[src/mas_pkg.sv]
// Shared types and constants for the matrix add/subtract/multiply block.
`timescale 1ns / 1ps
package mas_pkg;
    localparam int MAX_DIM   = 8;
    localparam int IDX_W     = $clog2(MAX_DIM);
    localparam int DIM_W     = IDX_W + 1;
    localparam int ELEM_BITS = 16;
    localparam int ACC_W     = 40;
    localparam int PROD_W    = 2 * ELEM_BITS;
    localparam int CFG_IDX_W = 3;
    localparam int CFG_DAT_W = 4;
    localparam int OP_W      = 2;

    localparam logic [OP_W-1:0] OP_ADD = 2'd0;
    localparam logic [OP_W-1:0] OP_SUB = 2'd1;
    localparam logic [OP_W-1:0] OP_MUL = 2'd2;

    localparam logic [CFG_IDX_W-1:0] REG_A_ROWS    = 3'd0;
    localparam logic [CFG_IDX_W-1:0] REG_A_COLS    = 3'd1;
    localparam logic [CFG_IDX_W-1:0] REG_B_ROWS    = 3'd2;
    localparam logic [CFG_IDX_W-1:0] REG_B_COLS    = 3'd3;
    localparam logic [CFG_IDX_W-1:0] REG_OPERATION = 3'd4;

    typedef struct packed {
        logic                        start_req;
        logic                        which_matrix;
        logic [2:0]                  row_index;
        logic [2:0]                  col_index;
        logic signed [ELEM_BITS-1:0] element_value;
    } t_in_item;

    typedef struct packed {
        logic [2:0]              out_row;
        logic [2:0]              out_col;
        logic signed [ACC_W-1:0] out_value;
        logic                    shape_error;
        logic                    last;
    } t_out_item;

    // Element write broadcast to every cell.
    typedef struct packed {
        logic                        valid;
        logic                        which;
        logic [IDX_W-1:0]            row;
        logic [IDX_W-1:0]            col;
        logic signed [ELEM_BITS-1:0] value;
    } t_load;

    // Run-wide controls, stable while a run is in flight.
    typedef struct packed {
        logic [OP_W-1:0]  op;
        logic [DIM_W-1:0] a_cols;
    } t_ctl;

    // Partial result travelling down the chain.
    typedef struct packed {
        logic                    valid;
        logic [IDX_W-1:0]        row;
        logic [IDX_W-1:0]        col;
        logic                    last;
        logic signed [ACC_W-1:0] acc;
    } t_chain;
endpackage

[src/mas_cell.sv]
// One chain cell: holds column k of A, row k and column k of B, adds its term.
`timescale 1ns / 1ps
module mas_cell (
    input  logic                  i_clk,
    input  logic                  i_rst_n,
    input  logic [mas_pkg::IDX_W-1:0] i_cell_idx,
    input  mas_pkg::t_load        i_load,
    input  mas_pkg::t_ctl         i_ctl,
    input  mas_pkg::t_chain       i_chain,
    output mas_pkg::t_chain       o_chain
);
    logic signed [mas_pkg::ELEM_BITS-1:0] r_a_col  [mas_pkg::MAX_DIM];
    logic signed [mas_pkg::ELEM_BITS-1:0] r_b_row  [mas_pkg::MAX_DIM];
    logic signed [mas_pkg::ELEM_BITS-1:0] r_b_col  [mas_pkg::MAX_DIM];
    logic                                 r_valid;
    mas_pkg::t_chain                      r_chain;

    logic signed [mas_pkg::ELEM_BITS-1:0] a_el, b_el, bc_el;
    logic signed [mas_pkg::PROD_W-1:0]    prod;
    logic signed [mas_pkg::ELEM_BITS:0]   sum_el;
    logic signed [mas_pkg::ACC_W-1:0]     term;

    always_ff @(posedge i_clk) begin
        if (i_load.valid) begin
            if (!i_load.which && i_load.col == i_cell_idx) begin
                r_a_col[i_load.row] <= i_load.value;
            end
            if (i_load.which && i_load.row == i_cell_idx) begin
                r_b_row[i_load.col] <= i_load.value;
            end
            if (i_load.which && i_load.col == i_cell_idx) begin
                r_b_col[i_load.row] <= i_load.value;
            end
        end
    end

    always_comb begin
        a_el   = r_a_col[i_chain.row];
        b_el   = r_b_row[i_chain.col];
        bc_el  = r_b_col[i_chain.row];
        prod   = a_el * b_el;
        sum_el = (i_ctl.op == mas_pkg::OP_SUB)
               ? (mas_pkg::ELEM_BITS+1)'(a_el) - (mas_pkg::ELEM_BITS+1)'(bc_el)
               : (mas_pkg::ELEM_BITS+1)'(a_el) + (mas_pkg::ELEM_BITS+1)'(bc_el);
        term   = '0;
        case (i_ctl.op)
            mas_pkg::OP_MUL: begin
                if ({1'b0, i_cell_idx} < i_ctl.a_cols) begin
                    term = mas_pkg::ACC_W'(prod);
                end
            end
            mas_pkg::OP_ADD, mas_pkg::OP_SUB: begin
                if (i_chain.col == i_cell_idx) begin
                    term = mas_pkg::ACC_W'(sum_el) <<< 8;
                end
            end
            default: term = '0;
        endcase
    end

    always_ff @(posedge i_clk) begin
        if (!i_rst_n) begin
            r_valid <= 1'b0;
        end else begin
            r_valid <= i_chain.valid;
        end
    end

    always_ff @(posedge i_clk) begin
        r_chain.valid <= i_chain.valid;
        r_chain.row   <= i_chain.row;
        r_chain.col   <= i_chain.col;
        r_chain.last  <= i_chain.last;
        r_chain.acc   <= i_chain.acc + term;
    end

    always_comb begin
        o_chain.valid = r_valid;
        o_chain.row   = r_chain.row;
        o_chain.col   = r_chain.col;
        o_chain.last  = r_chain.last;
        o_chain.acc   = r_chain.acc;
    end
endmodule

[config.mk]
export PLATFORM = sky130hd
export DESIGN_NAME = mas_cell
export DESIGN_NICKNAME = d
export VERILOG_FILES = /design/src/mas_pkg.sv /design/src/mas_cell.sv
export SDC_FILE = /design/constraint.sdc
export NUM_CORES = 1
export LEC_CHECK = 0
export BUFFER_PORTS_ARGS = -buffer_cell sky130_fd_sc_hd__buf_2
export CAP_MARGIN = 10
export CORE_MARGIN = 5
export CORE_UTILIZATION = 31
export DETAILED_ROUTE_END_ITERATION = 10
export PLACE_DENSITY = 0.58
export SETUP_SLACK_MARGIN = 0.4
export SYNTH_ARGS = -nofsm -noshare
export SYNTH_HDL_FRONTEND = slang
export SYNTH_SLANG_ARGS = --single-unit
[constraint.sdc]
create_clock -name i_clk -period 32.7 [get_ports i_clk]
set_input_delay 4.905 -clock i_clk [delete_from_list [all_inputs] [get_ports i_clk]]
set_output_delay 4.905 -clock i_clk [all_outputs]
set_load 0.05 [all_outputs]
Word-level counts from Yosys, hierarchy flattened
Memory sizes are Yosys's and may differ from the RTL's.
Index checks and enable logic that the tools add are counted.
{"block": "op_classes", "add_sub_neg": 3, "multipliers": 1, "magnitude_cmp": 1, "eq_ne": 5, "n_mux": 13, "reduce_logical": 6}
{"operator": "40-bit two-way mux", "n": 2}
{"operator": "40-bit one-hot mux with 2 select lines", "n": 1}
{"operator": "40-bit adder", "n": 1}
{"operator": "16-bit by 16-bit multiplier with 32-bit output", "n": 1}
{"operator": "16-bit by 16-bit adder with 17-bit output", "n": 1}
{"operator": "17-bit two-way mux", "n": 1}
{"operator": "16-bit by 16-bit subtractor with 17-bit output", "n": 1}
{"operator": "3-bit equality test", "n": 3}
{"operator": "1-bit two-way mux", "n": 9}
{"operator": "3-bit by 4-bit < comparator with 1-bit output", "n": 1}
{"operator": "1-bit logical AND", "n": 3}
{"operator": "2-bit by 1-bit equality test with 1-bit output, second input constant", "n": 1}
{"operator": "2-bit equality test, second input constant", "n": 1}
{"operator": "2-bit logical NOT", "n": 1}
{"operator": "2-bit OR reduction", "n": 1}
{"operator": "1-bit logical NOT", "n": 1}
{"block": "totals", "register_bits": 48, "ram_bits": 384, "input_bits": 83, "out_inout_bits": 48, "wordCells": 37, "n_memories": 3}
{"memory": "r_a_col", "words": 8, "word_bits": 16, "read_ports": 1, "rd_ports_with_merged_regs": 0, "wr": 1, "line_no": "mas_cell.sv:12", "rtl": "logic signed [mas_pkg::ELEM_BITS-1:0] r_a_col [mas_pkg::MAX_DIM];"}
{"memory": "r_b_col", "words": 8, "word_bits": 16, "read_ports": 1, "rd_ports_with_merged_regs": 0, "wr": 1, "line_no": "mas_cell.sv:14", "rtl": "logic signed [mas_pkg::ELEM_BITS-1:0] r_b_col [mas_pkg::MAX_DIM];"}
{"memory": "r_b_row", "words": 8, "word_bits": 16, "read_ports": 1, "rd_ports_with_merged_regs": 0, "wr": 1, "line_no": "mas_cell.sv:13", "rtl": "logic signed [mas_pkg::ELEM_BITS-1:0] r_b_row [mas_pkg::MAX_DIM];"}

Logic depth before layout (Yosys ltp)
An unclocked memory read counts as a cell.
{"block": "logic_depth", "ltp_word": 6, "mapped_depth": 44, "mapped_depth_nobuf": 38}

Least setup slack after synthesis
No wires, ideal clock.
{"block": "synth_path", "path_kind": "in2reg", "start": "input i_chain[41] (netlist name)", "end": "register r_chain (netlist bit o_chain[39])", "setup_ns": 0.130, "t_arrival_ns": 14.126, "required_ns": 32.570, "setup_slack_ns": 18.444, "stages": 38, "n_path_buf": 3, "cell_sequence": "clkbuf_1 buf_1 mux4_2 mux2i_1 clkbuf_1 nor2_1 fa_1 inv_1 fa_1 fa_1 inv_1 fa_1 fa_1 inv_1 fa_1 inv_1 ha_1 a21oi_1 [... 2 more ...] o21ai_1 o21ai_0 a21oi_1 o21bai_1 a21oi_1 xor2_1 o21ai_0 ha_1 nand3_1 nor3_1 nand3_1 o211ai_1 o21ai_0 o21ai_0 a221oi_1 o21bai_1 xnor2_1 xnor2_1"}
{"block": "synth_via", "elab_chain_len": 5, "elab_cells_between_ends": 7, "cone_classes": "add/sub: 1; mul: 1; eq/ne: 1; mux: 3; memory: 1"}
{"item": "start: declaration", "line_no": "mas_cell.sv:9", "rtl": "input mas_pkg::t_chain i_chain,"}
{"item": "memory read 8 x 16 bit"}
{"item": "16-bit by 16-bit multiplier with 32-bit output", "line_no": "mas_cell.sv:41", "rtl": "prod = a_el * b_el;"}
{"item": "40-bit two-way mux", "line_no": "mas_cell.sv:48", "rtl": "if ({1'b0, i_cell_idx} < i_ctl.a_cols) begin"}
{"item": "40-bit one-hot mux with 2 select lines (*)", "line_no": "mas_cell.sv:46", "rtl": "case (i_ctl.op)"}
{"item": "40-bit adder (*)", "line_no": "mas_cell.sv:74", "rtl": "r_chain.acc <= i_chain.acc + term;"}
{"item": "end: declaration", "line_no": "mas_cell.sv:16", "rtl": "mas_pkg::t_chain r_chain;"}
Every way passes the cells marked *; elsewhere a longest branch is shown, timed or not.
A chain may end at the register's enable or synchronous reset.

Worst setup path after layout
{"block": "layout_path", "start": "input i_chain[44] (netlist name)", "end": "register r_chain (netlist bit o_chain[39])"}
{"block": "layout_via", "elab_chain_len": 6, "elab_cells_between_ends": 10, "cone_classes": "add/sub: 3; mul: 1; mux: 4; memory: 2"}
{"item": "branches (longest 4 deep; another with 16-bit by 16-bit multiplier with 32-bit output)"}
{"item": "40-bit one-hot mux with 2 select lines (*)", "line_no": "mas_cell.sv:46"}
{"item": "40-bit adder (*)", "line_no": "mas_cell.sv:74"}
Mark *: on every way between the ends.

==> summary.txt <==
Run status
  – Status: complete, no violations

Worst setup path
  – Crit path DAT: 16.26 ns
  – Depth of the most critical reg-to-reg path: 35
  – Flop2flop setup slack: between 20 and 25 ns
  – R2r startpoint: r_a_col[6][15]
  – Critical path origin: i_chain[44]
  – Critical path peak fanout: 42
  – Critical path class: primary input to flip-flop
  – Worst EP required: about 33 ns
  – Crit end category: flip-flop
  – Reg2reg end: o_chain[39]
  – Most used cell along the critical path: fa_1
  – CP max-delay cell: fa_1
  – CP Launch Type: primary input
  – Worst setup endpoint: o_chain[39]
  – Max incr delay on CP: 0.96 ns

Timing
  – Post-layout min period: 15.79 ns
  – Slew @ Worst Pin: between 1 and 1.5 ns
  – Finish-stage setup viols: 0
  – Max Fclk: 63.3 MHz
  – Period Utilization, post-route: 0.483
  – RSZ-0062 raised after global routing: false
  – Final WS setup: between 15 and 20 ns
  – Clock skew: approximately 0.042 ns
  – Final Max Tran Viols: 0
  – Final Hold Vio Count: 0
  – Slew headroom: 0.309
  – Setup TNS: 0 ns

Clock tree
  – Post-CTS resize count: 0
  – Root Buffer: clkbuf_16
  – Insertion delay to the later sink of the worst-skew pair: 0.60 ns
  – Setup Buffers After CTS: 0
  – Clk buf depth: 3
  – CTS Hold Bufs: 0
  – Clk pin slew, worst setup/hold paths: about 0.06 ns
  – Clock tree from TritonCTS: done
  – Total CTS buffers: 46
  – H-tree level count: 2
  – CTS sink count: between 400 and 500

Placement
  – Routability cong.: 0.891
  – Post-Place Setup Slack: about 16 ns
  – Final HPWL DP: roughly 54,000 µm
  – Count of input and output buffers: between 100 and 150

Yosys
  – Synth async-reset ratio: 0
  – Avg Cell Area, Syn: approximately 12 µm²
  – Cell Area, Synth: between 20,000 and 30,000 µm²
  – Commonest cells in the netlist: 384 x edfxtp_1, 327 x inv_1, 264 x fa_1
  – Syn Nets: roughly 2.8k
  – Synth Warn #: 0
  – Synth Area in Compound Gates: 0.0585
  – Count leader, synth: edfxtp_1
  – Number of synthesized register bits: about 430
  – EDFF count, synth: 384
  – Adder-cell area share of the yosys netlist: 0.245
  – Main synth FF type: edfxtp_1
  – Post-Synth Simple-Gate Area: 0.0865
  – Sequential fraction of the synthesis area: 0.435
  – Post-Synth XOR/XNOR Area: 0.0311
  – Synth top area cells: edfxtp_1 40%, fa_1 18%, mux4_2 6.7%
  – Largest family of logic cells by synthesized area: adder cells
  – Library cells used by synthesis: 63
  – Synth Instances: 2,297
  – Share of the synthesized area in the top cell type: 0.402
  – Synth area leader: edfxtp_1
  – Mux share of post-synthesis cell area: 0.0880

Floorplan
  – Die X: approximately 310 µm
  – Total die area: 98,800 µm²
  – Core ar.: between 90,000 and 100,000 µm²
  – Cell Rows: roughly 110
  – Starting Density: 0.313
  – I/O pins: 131
  – Height of the chip: roughly 310 µm

Global routing
  – First-pass GRT wire length: 113,000 µm
  – Largest net degree at the start of global routing: 43
  – GRT Total Usage: 0.148
  – Initial antenna violation count: 4
  – Overflow after GRT: 0
  – Vias in the first global route: ~19k

Drt
  – WL/cell: between 15 and 20 µm
  – Vias: ~18k
  – First-pass iteration count of the detailed router: 5
  – 1st-iter DRT viols: between 1k and 1.5k
  – Final wirelength: 73,300 µm
  – Routed vias/inst: between 4 and 5
  – ANT nets after route: 0
  – DR DRC count: 0

Finish
  – Share of layout cells above drive strength 1: 0.150
  – Area Growth Syn to Fin: 13.3%
  – Fillers: around 8.9k
  – Final #Nets: between 2k and 3k

Flow run
  – Max cap viols: 0

Worst hold path
  – Hold WC Path Type: flip-flop to flip-flop
==> worst min path at each step <==
stage | from | end | slack (ns) | cells past startpoint
6_report | r_a_col[3][0] | o_chain[0] | 1.20 | 5
4_1_cts | r_a_col[3][0] | o_chain[0] | 1.24 | 5
5_1_grt | r_a_col[2][0] | o_chain[0] | 1.28 | 5
2_1_floorplan | r_a_col[6][0] | o_chain[0] | 0.93 | 4
3_3_place_gp | r_a_col[0][0] | o_chain[0] | 1.25 | 5
3_5_place_dp | r_a_col[3][0] | o_chain[0] | 1.25 | 5
==> sequential cells by signal, summed over array words and instances, names as in the netlist <==
| name | cells |
|---|---|
| r_b_row | 128 |
| r_a_col | 128 |
| r_b_col | 128 |
| o_chain | 47 |
| r_valid | 1 |
==> worst max-delay path: cells and delay by family <==
kind / cells / cell delay, ns
buffers and inverters: 6 / 1.46
adder cells (fa/ha/maj): 8 / 4.36
XOR/XNOR: 3 / 0.40
multiplexers: 1 / 0.61
AO/OA/AOI/OAI: 12 / 2.52
AND/OR/NAND/NOR: 7 / 1.94
==> layout make-up <==
class	instances	area (µm²)	share of cell area
tap	1243	1560	0.0478
sequential	432	12500	0.384
clock inverter	27	337	0.0104
clock buffer	55	1220	0.0374
multi-input combinational	1454	14700	0.451
inverter	333	1250	0.0385
timing repair buffer	174	983	0.0303
antenna	1	2.50	0.0000770
==> cell usage in the layout (no fill, tap or decap), drive strengths merged, types with 6 or more instances in the layout <==
cell / instances
clkbuf: 55
o21bai: 16
a21oi: 66
o21a: 10
o21ai: 70
mux2i: 33
bufinv: 6
xor2: 37
nand3: 25
and2: 23
mux4: 91
mux2: 11
xnor2: 65
or3: 9
nand2b: 27
or2: 19
nor2b: 20
o31ai: 7
clkinv: 20
a21o: 27
nand4: 7
fa: 264
dfxtp: 48
a211o: 6
buf: 174
and3: 16
nand2: 169
a31oi: 11
ha: 140
o22ai: 8
nor3: 35
a22oi: 6
inv: 331
a211oi: 6
edfxtp: 384
nor2: 189
==> layer usage <==
metal | wire length [µm] | share of wire | up-vias | track usage
li1 | - | - | 8189 | -
met1 | 33400 | 0.46 | 8967 | 0.212
met2 | 32400 | 0.44 | 609 | 0.229
met3 | 6000 | 0.082 | 99 | 0.0355
met4 | 1530 | 0.021 | 4 | 0.0327
met5 | 26 | 0.00035 | - | 0
==> kinds of logic after synthesis <==
group                      Yosys count
and+or+nand+nor                    549
adders and majority gates          404
DFF                                432
AOI/OAI and AO/OA                  264
muxes                              135
buffers and inverters              411
xor gates and xnor gates           102
==> metrics by stage <==
| stage | utilization | hold slack (ns) | instance area, µm² | instances |
|---|---|---|---|---|
| after CTS | 0.354 | 1.24 | 32500 | 3718 |
| final | 0.354 | 1.20 | 32500 | 3719 |
| after global routing | 0.354 | 1.28 | 32500 | 3718 |
| after floorplan | - | 0.930 | 28700 | 2297 |
| after global placement | 0.337 | 1.25 | 30900 | 3636 |
| after detailed placement | 0.337 | 1.25 | 30900 | 3636 |
Power is not shown: default switching activity piles up to over one toggle a cycle in this logic, so the estimate is an artifact.
